<file path="src/rtl/timed_history_rewind_interp_unit_defines.svh">
// Assertion helpers shared by the RTL files.
// Both expect signals named clk and rst_n in the enclosing module.
`ifndef TIMED_HISTORY_REWIND_INTERP_UNIT_DEFINES_SVH
`define TIMED_HISTORY_REWIND_INTERP_UNIT_DEFINES_SVH

// Checks a condition at every clock edge outside reset.
`define THRI_ASSERT_ALWAYS(lbl, expr) \
  lbl: assert property (@(posedge clk) disable iff (!rst_n) (expr)) \
    else $error("thri assertion failed");

// Checks that a condition is followed by another in the next cycle.
`define THRI_ASSERT_NEXT(lbl, pre, post) \
  lbl: assert property (@(posedge clk) disable iff (!rst_n) (pre) |=> (post)) \
    else $error("thri assertion failed");

`endif

</file>
<file path="src/rtl/thri_pkg.sv">
package thri_pkg;

  // One input item.
  typedef struct packed {
    logic               func;
    logic        [31:0] stamp;
    logic signed [31:0] pos_x;
    logic signed [31:0] pos_y;
    logic signed [31:0] pos_z;
  } in_item_t;

  // One result item.
  typedef struct packed {
    logic               found;
    logic        [31:0] out_stamp;
    logic signed [31:0] out_x;
    logic signed [31:0] out_y;
    logic signed [31:0] out_z;
  } out_item_t;

  // One stored history frame.
  typedef struct packed {
    logic [31:0] t;
    logic [31:0] x;
    logic [31:0] y;
    logic [31:0] z;
  } frame_t;

  // Operation codes of the func field.
  localparam logic FUNC_RECORD = 1'b0;
  localparam logic FUNC_QUERY  = 1'b1;

  // Fraction format: unsigned Q1.16, with one as the clamp value.
  localparam int unsigned FRAC_BITS = 16;
  localparam logic [16:0] FRAC_ONE  = 17'h10000;

  // Divider control and status.
  typedef struct packed {
    logic        start;
    logic [31:0] num;
    logic [31:0] den;
  } div_ctl_t;

  typedef struct packed {
    logic        busy;
    logic        done;
    logic [15:0] quo;
  } div_stat_t;

  // Back-end sequencer states.
  typedef enum logic [3:0] {
    ST_IDLE,
    ST_TRIM,
    ST_Q_OLD,
    ST_Q_WALK,
    ST_Q_SPAN,
    ST_Q_DIV,
    ST_Q_MUL,
    ST_Q_ADD,
    ST_Q_PUT
  } eng_state_t;

endpackage

</file>
<file path="src/rtl/thri_queue.sv">
module thri_queue
  import thri_pkg::*;
(
  input  logic     clk,
  input  logic     rst_n,
  input  logic     in_valid,
  output logic     in_stall,
  input  in_item_t in_data,
  output logic     item_valid,
  output logic     item_is_query,
  output in_item_t item,
  input  logic     item_pop
);

  in_item_t   q_r [2];
  logic       wr_ptr_r;
  logic       rd_ptr_r;
  logic [1:0] cnt_r;
  logic       push;
  logic       pop;

  // Two-entry queue between the input port and the back end.
  assign in_stall      = (cnt_r == 2'd2);
  assign push          = in_valid && !in_stall;
  assign item_valid    = (cnt_r != 2'd0);
  assign pop           = item_pop && item_valid;
  assign item          = q_r[rd_ptr_r];
  assign item_is_query = (q_r[rd_ptr_r].func == FUNC_QUERY);

  always_ff @(posedge clk) begin
    if (!rst_n) begin
      wr_ptr_r <= 1'b0;
      rd_ptr_r <= 1'b0;
      cnt_r    <= 2'd0;
    end else begin
      if (push) begin
        wr_ptr_r <= ~wr_ptr_r;
      end
      if (pop) begin
        rd_ptr_r <= ~rd_ptr_r;
      end
      if (push && !pop) begin
        cnt_r <= cnt_r + 2'd1;
      end else if (pop && !push) begin
        cnt_r <= cnt_r - 2'd1;
      end
    end
  end

  // Payload storage needs no reset.
  always_ff @(posedge clk) begin
    if (push) begin
      q_r[wr_ptr_r] <= in_data;
    end
  end

endmodule

</file>
<file path="config.mk">
export PLATFORM = sky130hd
export DESIGN_NAME = thri_queue
export DESIGN_NICKNAME = d
export VERILOG_FILES = /design/src/rtl/timed_history_rewind_interp_unit_defines.svh /design/src/rtl/thri_pkg.sv /design/src/rtl/thri_queue.sv
export SDC_FILE = /design/constraint.sdc
export NUM_CORES = 1
export LEC_CHECK = 0
export BUFFER_PORTS_ARGS = -buffer_cell sky130_fd_sc_hd__buf_2
export CAP_MARGIN = 0
export CORE_MARGIN = 5
export CORE_UTILIZATION = 35
export DETAILED_ROUTE_END_ITERATION = 8
export PLACE_DENSITY = 0.63
export SETUP_SLACK_MARGIN = 0.5
export SLEW_MARGIN = 20
export SYNTH_ARGS = -nofsm -noshare
export SYNTH_HDL_FRONTEND = slang
export SYNTH_SLANG_ARGS = --single-unit
</file>
<file path="constraint.sdc">
create_clock -name clk -period 6.05 [get_ports clk]
set_clock_uncertainty 0.2 [all_clocks]
set_input_delay 0.3025 -clock clk [delete_from_list [all_inputs] [get_ports clk]]
set_output_delay 0.3025 -clock clk [all_outputs]
set_load 0.005 [all_outputs]
</file>
After elaboration in Yosys (flattened, before gate mapping)
Memories as Yosys holds them, arrays and structs flattened. A register that Yosys moved wholly into a read port is not among the register bits. Cells that the tools add are included.

Memories kept: 1. Bits in writable memories: 258. Latch bits: 0. Output and inout port bits: 132. Input bits: 133. ROM bits: 0. Flip-flop bits (word level): 4.

Magnitude comparators: 0. Add/subtract/negate cells: 2. Shift operators: 0. Bitwise logic cells: 2. Div/mod/pow operators: 0. Multiplexer cells: 6. Multiply operators: 0. Reductions and logical operators: 9. Equal/unequal tests: 1.

Memories: q_r (words 2, bits a word 129, read ports 1, clocked after memory_dff 1, wr ports 1, line thri_queue.sv:15) `in_item_t q_r [2];`.

Operators by type and width (count): logical AND 1 bit (4); 2-to-1 mux 1 bit (4); 2-to-1 mux 2 bit (2); nonzero test 2 bit (2); logical NOT 1 bit (3); adder 2 x 1 -> 2 bit, second input constant (1); == test 2 bit, second input constant (1); NOT 1 bit (2); subtractor 2 x 1 -> 2 bit, second input constant (1).

Logic depth before layout (Yosys ltp)
Word-level depth: 7. Mapped depth: 7.

Worst setup path after synthesis
No wires, ideal clock.

Path type: flip-flop to flip-flop. Start point: register cnt_r[0]. End point: memory q_r[0][0] in the netlist's numbering, enable pin. Slack: -0.266 ns. Clock period less this slack: 6.316 ns. Stages on the path, launching flop included: 4. Arrival time: 5.521 ns. Data required time: 5.255 ns. Cell sequence: dfxtp_1 nand2b_1 inv_1 nor3_2.

Cells in the longest elaborated chain, start to end: 5.

Ends and longest elaborated chain: start: declaration (line thri_queue.sv:18) `logic [1:0] cnt_r;`; start signal: assignment (line thri_queue.sv:43) `cnt_r <= cnt_r + 2'd1;`; start signal: assignment (line thri_queue.sv:45) `cnt_r <= cnt_r - 2'd1;`; == test 2 bit (line thri_queue.sv:23) `assign in_stall = (cnt_r == 2'd2);`; via in_stall (line thri_queue.sv:7) `output logic in_stall,`; logical NOT 1 bit (line thri_queue.sv:24) `assign push = in_valid && !in_stall;`; logical AND 1 bit (line thri_queue.sv:24); 2-to-1 mux 1 bit (line thri_queue.sv:52) `if (push) begin`; 2-to-1 mux 1 bit (implied by the code) (line thri_queue.sv:53) `q_r[wr_ptr_r] <= in_data;`; end: declaration (line thri_queue.sv:15).

The timed path passes the listed nets, and every way through them passes these cells.

==> impl_metrics.toml <==
[outcome]
status = "finished, final reports clean"

[yosys]
syn_nets = 561
yosysWarnings = 0
synth_top_area_share_pct = 81.1
yosys-top-cells-count = "edfxtp_1 (258), mux2_2 (129), buf_4 (12), dfxtp_1 (5), and2_1 (3)"
synth_top_area_cell = "edfxtp_1"
yosysUniqueCellTypes = 22
synth_cells = 427
synthTopCellsByArea = "edfxtp_1 (81%), mux2_2 (15%), dfxtp_1 (1.0%)"
synth_area_per_cell_sq_um = 22.4
ys_ff_latch = 263
syn_area_sq_um = 9550
synth-seq-area-share_pct = 82.2
ys.flop_type = "edfxtp_1"
synth_edf_count = 258
post-synth-top-count-cell = "edfxtp_1"
async_reset_ff_share_pct = 0

[route]
wire_per_inst_um = 17.6
vias = 5409
first_pass_iters = 6
wl_um = 21200
drc = 0
drt_iter0_drc = 260
detail_route.vias_per_cell = 4.49
drtAntennaViolNets = 0

[pwr]
irDropWorstVdd_mv = 0.285
swShare_pct = 25.2
clockPowerShare_pct = 32.0
p_leak_nw = 5.04
intPower_mw = 3.88
p_seq_share_pct = 46.5
switchingPower_mw = 1.31
pwr-share-comb_pct = 21.4
power.density_nw_per_um2 = 386

[die]
ioPinCount = 265
row_count = 60
fp.coreArea_sq_um = 26900
die-height_um = 175
die_w_um = 175
initial_utilization_pct = 35.5
design.die.area_sq_um = 30700

[final_layout]
drive_gt1_share_pct = 51.2
antennaDiodeCount = 0
fin_nets = 976
synthToLayoutAreaGrowth_pct = 40.9
seq_area_sq_um = 7850
multi_input_area_sq_um = 1590
stdcell_count = 1205
fillers = 2214

[worst_setup_path]
critical_path_class = "reg2out"
crit_path_start_kind = "flop"
cp_max_fo = 71
cp.arrival_ns = 2.92
required_ns = 5.55
cp-end-kind = "output pin"

[placed_design]
dp_cells = 1022
port_buffers = 264
finalWeightedCongestion = 0.724
dpl.hpwl_um = 13200

[grt]
antenna_found_initial = 0
grt_pass1_vias = 5896
grtUsageTotal_pct = 13.2
grt_max_degree = 77
grt-ovfl-total = 0
grt_pass1_wl_um = 32400

[sta]
min_period_ns = 3.42
min_period_over_period_pct = 56.5
max_freq_ghz = 0.292
rsz0062_at_grt = "false"
setup_viol = 0
slew_headroom_pct = 27.7
hold_viol = 0
worst_pin_slew_ns = 1.08
tns_ns = 0
drv_slew = 0

[clock_network]
clkLatencyLatePin_ns = 0.53
cts_resized = 0
clk_pin_slew_ns = 0.06
ctsRootBufferMaster = "clkbuf_16"
cts_tree = "yes"
cts_setup_buffers = 0
cts_sinks = 263
cts_buffer_depth = 3
htree_levels = 1
cts_made_buffers = 28
hold_buffers = 131

[run]
drv_cap = 0

[worst_hold_path]
holdCritPathClass = "in2reg"
## area by class of cell
class,instances,area share [%]
well taps,341,3.17
clock buffers,31,5.45
multi-input cells,147,11.8
flip-flops and latches,263,58.4
repair buffers,400,19.8
clock inverters,21,1.28
inverters,2,0.0558
## placed cells by master (no fill, tap or decap)
cell	n
buf_2	264
edfxtp_1	258
dlygate4sd3_1	131
mux2_2	129
clkbuf_16	29
clkinv_1	10
clkinv_2	6
buf_4	5
dfxtp_1	4
and2_1	3
bufinv_16	3
inv_1	2
xnor2_1	2
clkinvlp_4	2
clkbuf_1	2
or2_2	1
nand2b_1	1
o21ai_1	1
nor2_1	1
and3_4	1
nor3_4	1
a21boi_0	1
o21a_1	1
xor2_1	1
o21ai_0	1
or3_1	1
a21boi_1	1
ha_1	1
dfxtp_4	1
## sequential cells by signal, summed over array words and instances, names as in the netlist, named ones only
name	count
cnt_r	2
q_r	258
rd_ptr_r	1
wr_ptr_r	1
## metrics by stage
stage          power (mW)  hold slack (ns)  instance area (sq um)  setup slack [ns]  utilization [%]
2_1_floorplan        3.06            0.201                   9550              1.73                -
3_3_place_gp         3.51            0.290                  11200              3.08             41.8
3_5_place_dp         3.52            0.294                  11200              3.07             41.8
4_1_cts              5.28           0.0421                  13500              2.48             50.1
5_1_grt              5.45           0.0998                  13500              2.45             50.1
6_report             5.19           0.0741                  13500              2.63             50.1
## final timing paths
path / start / slack (ns) / endpoint / cells after the start
setup / recovery: flop / 2.63 / item[19] / 3
hold / removal: item_pop / 0.07 / flop / 4
setup reg to reg: cnt_r[0] / 3.27 / q_r[1][122] / 3
hold reg to reg: cnt_r[1] / 0.33 / cnt_r[1] / 2
## logic make-up after synthesis
logic type               Yosys count  synth area share [%]
XOR/XNOR                           3                 0.275
flip-flops                       263                  82.2
multiplexers                     129                  15.2
AO/OA/AOI/OAI                      5                 0.341
AND/OR/NAND/NOR                    9                 0.603
adder cells (fa/ha/maj)            1                 0.131
buffers and inverters             17                  1.24
## routing by layer
layer  track usage (%)  part of all wire [%]  up-vias
met1              16.4                    40     2657
met2              22.6                    49      186
li1                  -                     -     2529
met5                 0                     0        -
met4              3.80                   2.3        0
met3              3.79                   8.1       37
## power groups by stage
stage / Combinational (mW) / Clock (mW) / Sequential (mW)
after floorplan: 0.668 / 0 / 2.39
after global placement: 1.06 / 0 / 2.45
after detailed placement: 1.06 / 0 / 2.46
after CTS: 1.14 / 1.72 / 2.42
after global routing: 1.22 / 1.79 / 2.44
final: 1.11 / 1.66 / 2.42
## worst max-delay path, stage by stage (launching register included)
cell,delay [ns]
dfxtp_4,0.97
buf_4,0.74
mux2_2,0.43
buf_2,0.13
Note: power is estimated with default switching activity, not from simulation.
